### src/usg_pkg.sv
// Shared types, constants and arithmetic helpers of the UV sphere vertex generator.
// No dependencies; every other file but the checker imports this package.
`default_nettype none

package usg_pkg;

  localparam int CordicSteps = 16;
  localparam int CordicDepth = CordicSteps + 1;
  localparam int DivW        = 45;
  localparam int CordW       = 33;
  localparam logic signed [CordW-1:0] CordicX0 = 33'sd652032874;

  localparam logic [2:0] RegUDiv   = 3'd0;
  localparam logic [2:0] RegVDiv   = 3'd1;
  localparam logic [2:0] RegUSpan  = 3'd2;
  localparam logic [2:0] RegVSpan  = 3'd3;
  localparam logic [2:0] RegRadius = 3'd4;

  localparam logic [1:0] Quad0 = 2'd0;
  localparam logic [1:0] Quad1 = 2'd1;
  localparam logic [1:0] Quad2 = 2'd2;
  localparam logic [1:0] Quad3 = 2'd3;

  typedef struct packed {
    logic [7:0]  usub;
    logic [7:0]  vsub;
    logic [15:0] u_span;
    logic [15:0] v_span;
    logic [15:0] radius;
  } cfg_t;

  typedef struct packed {
    logic [24:0] prod_u;
    logic [24:0] prod_v;
    logic [8:0]  col;
    logic [8:0]  row;
    logic [15:0] quad_base;
    logic        quad_valid;
  } item_t;

  typedef struct packed {
    logic signed [16:0] pos_x;
    logic signed [16:0] pos_y;
    logic signed [16:0] pos_z;
    logic signed [15:0] nrm_x;
    logic signed [15:0] nrm_y;
    logic signed [15:0] nrm_z;
    logic signed [15:0] tan_x;
    logic signed [15:0] tan_z;
  } vert_t;

  function automatic logic signed [CordW-1:0] atan_turn(input int i);
    logic [31:0] v;
    case (i)
      0:       v = 32'h20000000;
      1:       v = 32'h12E4051E;
      2:       v = 32'h09FB385B;
      3:       v = 32'h051111D4;
      4:       v = 32'h028B0D43;
      5:       v = 32'h0145D7E1;
      6:       v = 32'h00A2F61E;
      7:       v = 32'h00517C55;
      8:       v = 32'h0028BE53;
      9:       v = 32'h00145F2F;
      10:      v = 32'h000A2F98;
      11:      v = 32'h000517CC;
      12:      v = 32'h00028BE6;
      13:      v = 32'h000145F3;
      14:      v = 32'h0000A2FA;
      default: v = 32'h0000517D;
    endcase
    return signed'({1'b0, v});
  endfunction

  function automatic logic signed [15:0] to_q14(input logic signed [CordW-1:0] v);
    logic signed [CordW-1:0] t;
    t = (v + 33'sd32768) >>> 16;
    if (t < -33'sd16384) begin
      return -16'sd16384;
    end else if (t > 33'sd16384) begin
      return 16'sd16384;
    end
    return t[15:0];
  endfunction

endpackage

`default_nettype wire

### src/usg_front.sv
// Front end: classifies a grid point into the products and quad data the back end needs.
// Depends on usg_pkg.
`default_nettype none

module usg_front import usg_pkg::*; (
  input  wire logic [8:0] col_i,
  input  wire logic [8:0] row_i,
  input  wire cfg_t       cfg_i,
  output item_t           item_o
);

  logic        inside_grid;
  logic [18:0] base_full;

  assign inside_grid = ({1'b0, col_i} < {2'b0, cfg_i.usub}) &&
                       ({1'b0, row_i} < {2'b0, cfg_i.vsub});
  assign base_full   = 19'(18'(col_i) * (18'(cfg_i.vsub) + 18'd1)) + 19'(row_i);

  always_comb begin
    item_o            = '0;
    item_o.prod_u     = 25'(col_i) * 25'(cfg_i.u_span);
    item_o.prod_v     = 25'(row_i) * 25'(cfg_i.v_span);
    item_o.col        = col_i;
    item_o.row        = row_i;
    item_o.quad_valid = inside_grid;
    item_o.quad_base  = inside_grid ? base_full[15:0] : 16'd0;
  end

endmodule

`default_nettype wire

### config.mk
export PLATFORM = sky130hd
export DESIGN_NAME = usg_front
export DESIGN_NICKNAME = d
export VERILOG_FILES = /design/src/usg_pkg.sv /design/src/usg_front.sv
export SDC_FILE = /design/constraint.sdc
export NUM_CORES = 1
export LEC_CHECK = 0
export BUFFER_PORTS_ARGS = -buffer_cell sky130_fd_sc_hd__buf_2
export CORE_AREA = 2 2 202 204
export DETAILED_ROUTE_END_ITERATION = 10
export DIE_AREA = 0 0 204 206
export GPL_ROUTABILITY_DRIVEN = 0
export PLACE_DENSITY_LB_ADDON = 0.25
export SLEW_MARGIN = 15
export SYNTH_ARGS = -nofsm -noshare
export SYNTH_HDL_FRONTEND = slang
export SYNTH_SLANG_ARGS = --single-unit
### constraint.sdc
create_clock -name vclk -period 12.4
set_input_delay 3.1 -clock vclk [all_inputs]
set_output_delay 3.1 -clock vclk [all_outputs]
set_load 0.005 [all_outputs]
After elaboration in Yosys (flattened, before gate mapping). Index checks and enable logic that the tools add are counted. Widths: inputs -> output; s select.

Multipliers: 3. Reductions and logical operators: 1. Multiplexer cells: 1. Add/sub/neg operators: 2. Magnitude comparators: 2.

Operators with widths (count): $mul 9x16->25 (2); $lt 9x8->1 (2); $add 16x9->16 (1); $mul 9x9->16 (1); $mux 16 (1); $add 8x1->9 const B (1); $logic_and 1x1->1 (1).

Register bits: 0. Logic and storage cells: 9. Bits of input ports: 82.

Logic depth before layout (Yosys ltp).
Depth in word-level cells: 4. Mapped depth: 21. Depth with buffers taken out: 21.

Worst setup path after synthesis. No wires, ideal clock.

Kind: in2out. From: in cfg_i[48] (netlist bit). To: out item_o[15] (netlist bit). Stages: 21. Slack: 1405 ps. Arrival time: 7895 ps. Cells stage by stage: clkbuf_1 nand3_1 xnor2_1 nor2b_1 fa_1 fa_1 inv_1 fa_1 inv_1 fa_1 inv_1 fa_1 inv_1 ha_1 o21ai_0 nor3_1 a211oi_1 a21oi_1 a31oi_1 xor2_1 nor2_1.

RTL lines: start, declared (RTL line usg_front.sv:8) `input wire cfg_t cfg_i,`; end, declared (RTL line usg_front.sv:9) `output item_t item_o`.

==> results.yml <==
run_status:
  status: "completed"
setup_path:
  crit_path_end_kind: "primary output"
  critPathLaunchType: "input pin"
  crit_required_ps: 9300
  crit_type: "in2out"
  cp.arrival_ps: 8430
  crit_fanout: 14
global_routing:
  grt_pass1_vias: 9972
  grt_usage: 0.149
  antenna_found_initial: 3
  grt_overflow: 0
  grt_start_max_net_pins: 28
  grt_pass1_wl_um: 51200
finish:
  finalNetCount: 2034
  multiInputGateArea_mm2: 0.0108
  regArea_um2: 0
  seq_cell_count: 0
  clockBufferCount: 0
  area_growth_pct: 9.14
  fin_cells: 2082
  drive_above_1_share: 0.110
  fillers: 4330
sta:
  setup_viol: 0
  fmax_ghz: 0.0867
  post-route-period-util: 0.930
  setup_tns_ps: 0
  relSlewSlack: 0.531
  period_needed_ps: 11530
  final_hold_viol_count: 0
  rsz0062_at_grt: "no"
  finalMaxSlewViolations: 0
  tightest_slew_ps: 704
yosys:
  synth_mux_area_frac: 0.00245
  synth_top_area_frac: 0.411
  synth_top_area_cell: "fa_1"
  netlist_area_mm2: 0.0123
  ys_seq_area_frac: 0
  synth_top_family_by_area: "adder cells"
  syn_nets: 1951
  synth_area_leaders: "fa_1, ha_1, inv_1"
  netlist_instances: 1468
  syn_area_per_cell_um2: 8.35
  synth-xor-area-share: 0.0392
  synth_adder_area_share: 0.563
  yosysWarnings: 0
  synth.distinct_cells: 55
  synth_compound_area_frac: 0.0742
  synth-simple-area-share: 0.199
floorplanning:
  dieArea_mm2: 0.0420
  initial_core_util: 0.305
  core_mm2: 0.0402
  die_h_um: 206
  rows: 74
  fp.dieW_um: 204
  io_pins: 167
detailed_routing:
  wl_per_cell_um: 14.7
  dr.first_iter.drc_count: 330
  dr.pass1.iters: 4
  drcViolationCount: 0
  vias_per_cell: 4.61
  via_count: 9600
  postRouteAntennaNets: 0
  drt_wl_total_um: 30500
place:
  dp_cells: 2081
  io_buffers: 151
  dp_hpwl_um: 24800
cts:
  cts_resized: 0
  cts_hold_buf: 0
  post_cts_buffers: 0
flow_run:
  cap_violations: 0
worst_hold_path:
  hold_path.class: "in2out"
## layer usage
| metal | global-route usage | share of wire | vias to the layer above |
|---|---|---|---|
| met4 | 0.00673 | 0.0035 | 2 |
| met3 | 0.00489 | 0.027 | 14 |
| met5 | 0 | 0.00043 | - |
| li1 | - | - | 4601 |
| met2 | 0.267 | 0.49 | 148 |
| met1 | 0.210 | 0.48 | 4835 |
## cells in the mapped netlist, drive strengths merged (5+ instances only)
cell type,n
a21o,15
o21ai,19
xnor2,40
inv,298
ha,149
clkbuf,46
o21bai,6
buf,33
xor2,14
nor4,5
nor2b,43
nor3,14
nand2,208
and2,133
o21a,12
a21oi,43
nand2b,18
a211oi,8
nand3,12
fa,252
a31oi,6
nor2,48
## layout by cell type (no fill, tap or decap), types with 5 or more instances in the layout
master,synthesis,layout
o21bai_1,6,6
a21o_1,15,15
and2_1,133,133
inv_1,297,297
nor4_1,5,5
a21oi_1,41,41
nand3_1,12,12
fa_1,252,252
xor2_1,14,14
a211oi_1,8,8
a31oi_1,6,6
nand2_1,208,208
xnor2_1,39,39
nand2b_1,18,18
o21ai_0,11,11
o21a_1,11,11
o21ai_1,7,7
nor2_1,48,48
buf_4,19,9
nor2b_1,43,43
ha_1,149,149
buf_2,2,151
nor3_1,14,14
## path summary, 6_finish.rpt
| check | from | endpoint | slack, ps | cells past startpoint |
|---|---|---|---|---|
| setup / recovery | cfg_i[48] | item_o[15] | 870 | 23 |
| hold / removal | row_i[3] | item_o[20] | 6610 | 2 |
## metrics by stage
| stage | area (um2) | utilization | worst slack, ps | hold slack [ps] |
|---|---|---|---|---|
| 2_1_floorplan | 12300 | - | 1410 | 6280 |
| 3_3_place_gp | 13400 | 0.333 | 824 | 6620 |
| 3_5_place_dp | 13400 | 0.333 | 852 | 6620 |
| 4_1_cts | 13400 | 0.333 | 859 | 6630 |
| 5_1_grt | 13400 | 0.333 | 581 | 6640 |
| 6_report | 13400 | 0.333 | 871 | 6610 |
## layout make-up
type / instances / share of cell area
diodes: 1 / 0.000187
inverters: 298 / 0.0836
multi-input cells: 1091 / 0.805
well taps: 532 / 0.0497
repair buffers: 160 / 0.0615
## kinds of logic (layout without fill, tap and decap cells)
| logic type | after synthesis | after routing |
|---|---|---|
| and+or+nand+nor | 497 | 497 |
| adders and majority gates | 401 | 401 |
| buffers and inverters | 377 | 458 |
| AOI/OAI and AO/OA | 136 | 136 |
| xor gates and xnor gates | 54 | 54 |
| muxes | 3 | 3 |
| other | 0 | 1 |
## worst max-delay path: stages
cell      delay (ps)
buf_2            250
ha_1             280
nand3_1          110
xnor2_1          130
buf_4            170
nand2b_1         160
fa_1             530
fa_1             550
inv_1             50
fa_1             440
fa_1             490
inv_1             50
fa_1             470
inv_1             40
ha_1             330
a21oi_1          160
nor2b_1           60
a211oi_1         340
a21oi_1          170
a31oi_1          220
xor2_1           160
nor2_1            50
buf_2            120
