**config.mk**
```make
export PLATFORM = sky130hd
export DESIGN_NAME = usg_fifo
export DESIGN_NICKNAME = d
export VERILOG_FILES = /design/src/usg_pkg.sv /design/src/usg_fifo.sv
export SDC_FILE = /design/constraint.sdc
export NUM_CORES = 1
export LEC_CHECK = 0
export BUFFER_PORTS_ARGS = -buffer_cell sky130_fd_sc_hd__buf_4
export CAP_MARGIN = 30
export CORE_UTILIZATION = 50
export CTS_CLUSTER_SIZE = 28
export DETAILED_ROUTE_END_ITERATION = 16
export GPL_TIMING_DRIVEN = 0
export PLACE_DENSITY_LB_ADDON = 0.12
export SKIP_CTS_REPAIR_TIMING = 1
export SLEW_MARGIN = 15
export SYNTH_ARGS = -nofsm -noshare
export SYNTH_HDL_FRONTEND = slang
export SYNTH_SLANG_ARGS = --single-unit
export TNS_END_PERCENT = 100
```
**constraint.sdc**
```tcl
create_clock -name clk_i -period 7.15 [get_ports clk_i]
set_input_delay 0.3575 -clock clk_i [delete_from_list [all_inputs] [get_ports clk_i]]
set_output_delay 0.3575 -clock clk_i [all_outputs]
set_load 0.005 [all_outputs]
```
**src/usg_pkg.sv**
```systemverilog
// Shared types, constants and arithmetic helpers of the UV sphere vertex generator.
// No dependencies; every other file but the checker imports this package.
`default_nettype none

package usg_pkg;

  localparam int CordicSteps = 16;
  localparam int CordicDepth = CordicSteps + 1;
  localparam int DivW        = 45;
  localparam int CordW       = 33;
  localparam logic signed [CordW-1:0] CordicX0 = 33'sd652032874;

  localparam logic [2:0] RegUDiv   = 3'd0;
  localparam logic [2:0] RegVDiv   = 3'd1;
  localparam logic [2:0] RegUSpan  = 3'd2;
  localparam logic [2:0] RegVSpan  = 3'd3;
  localparam logic [2:0] RegRadius = 3'd4;

  localparam logic [1:0] Quad0 = 2'd0;
  localparam logic [1:0] Quad1 = 2'd1;
  localparam logic [1:0] Quad2 = 2'd2;
  localparam logic [1:0] Quad3 = 2'd3;

  typedef struct packed {
    logic [7:0]  usub;
    logic [7:0]  vsub;
    logic [15:0] u_span;
    logic [15:0] v_span;
    logic [15:0] radius;
  } cfg_t;

  typedef struct packed {
    logic [24:0] prod_u;
    logic [24:0] prod_v;
    logic [8:0]  col;
    logic [8:0]  row;
    logic [15:0] quad_base;
    logic        quad_valid;
  } item_t;

  typedef struct packed {
    logic signed [16:0] pos_x;
    logic signed [16:0] pos_y;
    logic signed [16:0] pos_z;
    logic signed [15:0] nrm_x;
    logic signed [15:0] nrm_y;
    logic signed [15:0] nrm_z;
    logic signed [15:0] tan_x;
    logic signed [15:0] tan_z;
  } vert_t;

  function automatic logic signed [CordW-1:0] atan_turn(input int i);
    logic [31:0] v;
    case (i)
      0:       v = 32'h20000000;
      1:       v = 32'h12E4051E;
      2:       v = 32'h09FB385B;
      3:       v = 32'h051111D4;
      4:       v = 32'h028B0D43;
      5:       v = 32'h0145D7E1;
      6:       v = 32'h00A2F61E;
      7:       v = 32'h00517C55;
      8:       v = 32'h0028BE53;
      9:       v = 32'h00145F2F;
      10:      v = 32'h000A2F98;
      11:      v = 32'h000517CC;
      12:      v = 32'h00028BE6;
      13:      v = 32'h000145F3;
      14:      v = 32'h0000A2FA;
      default: v = 32'h0000517D;
    endcase
    return signed'({1'b0, v});
  endfunction

  function automatic logic signed [15:0] to_q14(input logic signed [CordW-1:0] v);
    logic signed [CordW-1:0] t;
    t = (v + 33'sd32768) >>> 16;
    if (t < -33'sd16384) begin
      return -16'sd16384;
    end else if (t > 33'sd16384) begin
      return 16'sd16384;
    end
    return t[15:0];
  endfunction

endpackage

`default_nettype wire

```
**src/usg_fifo.sv**
```systemverilog
// Short register queue that decouples the front end from the back end.
// Depends on usg_pkg.
`default_nettype none

module usg_fifo import usg_pkg::*; #(
  parameter int Depth = 4
) (
  input  wire logic  clk_i,
  input  wire logic  rst_ni,
  input  wire logic  push_i,
  input  wire item_t data_i,
  output logic       full_o,
  input  wire logic  pop_i,
  output logic       valid_o,
  output item_t      data_o
);

  localparam int PtrW = $clog2(Depth);
  localparam int CntW = $clog2(Depth + 1);

  item_t             mem_q [Depth];
  logic [PtrW-1:0]   wr_q, wr_d, rd_q, rd_d;
  logic [CntW-1:0]   cnt_q, cnt_d;

  assign full_o  = (cnt_q == CntW'(Depth));
  assign valid_o = (cnt_q != '0);
  assign data_o  = mem_q[rd_q];

  always_comb begin
    wr_d  = wr_q;
    rd_d  = rd_q;
    cnt_d = cnt_q;
    if (push_i) begin
      wr_d = (wr_q == PtrW'(Depth - 1)) ? '0 : wr_q + 1'b1;
    end
    if (pop_i) begin
      rd_d = (rd_q == PtrW'(Depth - 1)) ? '0 : rd_q + 1'b1;
    end
    if (push_i && !pop_i) begin
      cnt_d = cnt_q + 1'b1;
    end else if (pop_i && !push_i) begin
      cnt_d = cnt_q - 1'b1;
    end
  end

  always_ff @(posedge clk_i or negedge rst_ni) begin
    if (!rst_ni) begin
      wr_q  <= '0;
      rd_q  <= '0;
      cnt_q <= '0;
    end else begin
      wr_q  <= wr_d;
      rd_q  <= rd_d;
      cnt_q <= cnt_d;
    end
  end

  always_ff @(posedge clk_i) begin
    if (push_i) begin
      mem_q[wr_q] <= data_i;
    end
  end

endmodule

`default_nettype wire

```
# --- Word level (Yosys, flattened, before mapping) ---
# Memory sizes are Yosys's and may differ from the RTL's.
# Cells that the tools add are included.
totals:
  regBits: 7
  ramBits: 340
  output_inout_bits: 87
  wordCells: 23
  n_memories: 1
mem_list:
  columns: ["memory", "words", "word_bits", "read_ports", "rd_clocked_by_memory_dff", "write_ports", "line", "rtl"]
  rows:
  - ["mem_q", 4, 85, 1, 0, 1, "usg_fifo.sv:21", "item_t mem_q [Depth];"]
op_classes:
  n_addsub: 4
  n_eq_ne: 3
  n_mux: 6
  reduce_logical: 6
op_table:
  columns: ["cell", "n"]
  rows:
  - ["3-bit two-way mux", 2]
  - ["2-bit by 1-bit adder with 2-bit output (second input constant)", 2]
  - ["2-bit == test (second input constant)", 2]
  - ["2-bit two-way mux", 2]
  - ["3-bit by 1-bit adder with 3-bit output (second input constant)", 1]
  - ["3-bit == test (second input constant)", 1]
  - ["3-bit nonzero test", 1]
  - ["3-bit by 1-bit subtractor with 3-bit output (second input constant)", 1]
  - ["1-bit logical AND", 2]
  - ["1-bit zero test", 2]
  - ["1-bit two-way mux", 2]
  - ["2-bit nonzero test", 1]

# --- Logic depth before layout (Yosys ltp) ---
logic_depth:
  depth_word: 4
  mapped_depth: 7
  ltp_nobuf: 7

# --- Worst setup path before layout ---
# OpenSTA, ideal clock, no wires.
synth_path:
  kind: "register to register"
  from: "register wr_q[0]"
  to: "memory mem_q[2][0] (netlist bit), enable pin"
  t_arrival_ns: 2.599
  required_ns: 6.697
  slack_ns: 4.098
  stages_incl_launch_ff: 4
  path_buffers: 0
  period_less_slack_ns: 3.052
  path_cell_list: "dfrtp_1 -> inv_1 -> ha_1 -> and2_1"
synth_rtl:
  columns: ["item", "line", "rtl"]
  rows:
  - ["from (decl)", "usg_fifo.sv:22", "logic [PtrW-1:0] wr_q, wr_d, rd_q, rd_d;"]
  - ["from (signal assigned)", "usg_fifo.sv:52", "wr_q <= wr_d;"]
  - ["to (decl)", "usg_fifo.sv:21", null]
# No word-level cell before the write port.

==> flow_metrics.env <==
export IMPL_outcome="completed"
export IMPL_synth_area_um2=12700
export IMPL_period_needed_ns=2.55
export IMPL_grt_usage_pct=18.2
export IMPL_hold_ws_ns=0.0527
export IMPL_gp_congestion=0.720
export IMPL_ys_warnings_count=0
export IMPL_arrival_ns=2.19
export IMPL_grt_overflow=0
export IMPL_fp_row_count=57
export IMPL_start_util_pct=51.6
export IMPL_utilization_pct=63.3
export IMPL_start_kind="register"
export IMPL_synth_cells=482
export IMPL_power_frac_clock_pct=26.4
export IMPL_hpwlAfterDp_um=13900
export IMPL_die_height_um=161
export IMPL_required_ns=6.79
export IMPL_hold_viol_final=0
export IMPL_p_switching_mw=1.60
export IMPL_power_density_nw_per_um2=395
export IMPL_fmax_ghz=0.392
export IMPL_first_global_vias=6338
export IMPL_maxSlewViolCount=0
export IMPL_power_leakage_nw=5.35
export IMPL_drcViolationCount=0
export IMPL_cts_root_buf="clkbuf_16"
export IMPL_die_x_um=161
export IMPL_crit_path_max_fanout=10
export IMPL_combPwrFrac_pct=29.9
export IMPL_crit_slowest_cell="mux4_2"
export IMPL_yosysUniqueCellTypes=21
export IMPL_drtIter0Drc=278
export IMPL_sequentialPowerShare_pct=43.6
export IMPL_numPortBuffers=175
export IMPL_tightest_slew_ns=0.752
export IMPL_ant_nets=0
export IMPL_vias=5691
export IMPL_antenna_found_initial=0
export IMPL_hp_class="primary input to register"
export IMPL_regToRegStartpoint="wr_q[0]"
export IMPL_avgSynthCellArea_um2=26.4
export IMPL_avgRoutedWirePerCell_um=21.8
export IMPL_antenna_cells=0
export IMPL_ioPinCount=176
export IMPL_synth_fp_nets=578
export IMPL_synth_seq_cells=347
export IMPL_totalPowerFinal_mw=6.15
export IMPL_clk_pin_slew_ns=0.06
export IMPL_tritoncts="done"
export IMPL_viasPerCell=5.45
export IMPL_slew_headroom_pct=49.9
export IMPL_postPlaceCellArea_um2=14500
export IMPL_drtPass1Iterations=4
export IMPL_htreeDepth=2
export IMPL_holdCritStartpoint="data_i[25]"
export IMPL_fillerInstances=1702
export IMPL_finalInstanceArea_um2=15600
export IMPL_end_kind="primary output"
export IMPL_critPathKind="register to primary output"
export IMPL_path_cells="buf_2 -> buf_2 -> buf_2 -> mux4_2 -> buf_4"
export IMPL_rsz0062_at_grt="false"
export IMPL_cts_num_sinks=347
export IMPL_p_int_mw=4.55
export IMPL_switching_share_pct=26.0
export IMPL_cpMostUsedCell="buf_2"
export IMPL_setup_viol_count_final=0
export IMPL_seq_area_frac_synth_pct=81.7
export IMPL_startpoint="rd_q[1]"
export IMPL_max_cap_violations=0
export IMPL_core_area_um2=24600
export IMPL_totalWireLength_um=22700
export IMPL_fin_setup_tns_ns=0
export IMPL_fp_dieArea_um2=26100
export IMPL_fin_crit_sh_pct=35.6
export IMPL_fin_skew_ns=0.0107
export IMPL_grt_pass1_wl_um=35200
export IMPL_drive_gt1_share_pct=46.1
export IMPL_worst_path_largest_cell_delay_ns=0.37
export IMPL_num_nets_final=796
export IMPL_vdd_drop_max_mv=0.299
export IMPL_clock_latency_ns=0.50
export IMPL_reg2reg_slack_ns=5.17
export IMPL_clk_path_buf_depth=3
export IMPL_cts_buffers=36
export IMPL_grt_max_degree=47
export IMPL_syn_to_final_growth_pct=22.6
==> worst paths after layout <==
kind	endpoint	cells past startpoint
min	mem_q[1][25]	1
min reg2reg	cnt_q[2]	1
max reg2reg	mem_q[0][47]	4
max in group asynchronous	wr_q[1]	2
min in group asynchronous	rd_q[1]	2
max	data_o[34]	5
==> layout make-up <==
cell class / instances / area, um^2 / area share, %
well taps: 324 / 405 / 2.60
clock buffers: 43 / 948 / 6.09
inverters: 4 / 15.0 / 0.0964
repair buffers: 180 / 1430 / 9.21
plain buffers: 20 / 168 / 1.08
multi-input cells: 111 / 2150 / 13.8
clock inverters: 15 / 71.3 / 0.458
flip-flops and latches: 347 / 10400 / 66.7
==> power by group through the flow <==
stage	Sequential (mW)	Combinational [mW]	Clock, mW
after global routing	2.71	1.99	1.75
after floorplan	2.72	1.03	0
after CTS	2.69	1.90	1.67
after global placement	2.76	1.83	0
final	2.68	1.84	1.63
after detailed placement	2.73	1.89	0
==> registers in the layout, indices dropped and copies added (netlist names) <==
signal	cells
cnt_q	3
mem_q	340
rd_q	2
wr_q	2
==> synth_stat cells <==
cell      number  share of area, %
ha_1           6              0.59
dfrtp_1        7               1.4
mux2_2         3              0.27
nor2_1         3             0.089
and2_1         4              0.20
buf_2          8              0.32
buf_4          4              0.24
fa_1           1              0.16
nor3b_1        1             0.059
buf_8          1              0.12
xor2_1         2              0.14
inv_1          4              0.12
buf_6          1             0.089
o21ai_0        2             0.079
mux4_2        85                15
clkbuf_1       3             0.089
edfxtp_1     340                80
xnor2_1        1             0.069
or3_1          1             0.049
buf_12         3              0.47
nand2_1        2             0.059
==> through the flow <==
| step | setup slack, ns | instances |
|---|---|---|
| final | 4.60 | 1044 |
| after global routing | 4.47 | 1044 |
| after CTS | 4.51 | 1043 |
| after detailed placement | 5.05 | 985 |
| after global placement | 2.53 | 981 |
| after floorplan | 4.10 | 482 |
==> cells in the final DEF, fill, tap and decap left out <==
master and instances:
and2_4 4, buf_12 3, buf_16 4, buf_2 8
buf_4 179, buf_6 1, buf_8 1, clkbuf_1 9
clkbuf_16 37, clkinv_1 8, clkinv_2 5, clkinv_4 1
clkinvlp_4 1, dfrtp_1 7, dlygate4sd3_1 1, edfxtp_1 340
fa_1 1, ha_1 6, inv_1 4, mux2_2 3
mux4_2 85, nand2_1 2, nor2_1 3, nor3b_1 1
o21ai_0 2, or3_1 1, xnor2_1 1, xor2_1 2
==> routing by layer <==
metal / part of all wire, % / GRT usage (%) / up-vias
met5: 0 / 0 / -
met4: 2.0 / 5.62 / 0
met3: 6.3 / 4.52 / 39
met2: 52 / 31.3 / 170
met1: 40 / 22.9 / 2980
li1: - / - / 2502
==> critical path, delay by kind of cell (launching register included) <==
kind	cells	cell delay (ns)
buffers and inverters	4	0.97
multiplexers	1	0.37
flip-flops	1	0.35
==> cell families after synthesis <==
logic type	after synthesis	synth area share, %
flip-flops	347	81.7
multiplexers	88	15.3
buffers and inverters	24	1.44
AND/OR/NAND/NOR	11	0.453
adder cells (fa/ha/maj)	7	0.748
XOR/XNOR	3	0.207
AO/OA/AOI/OAI	2	0.0788
(Power assumes the default switching activity.)
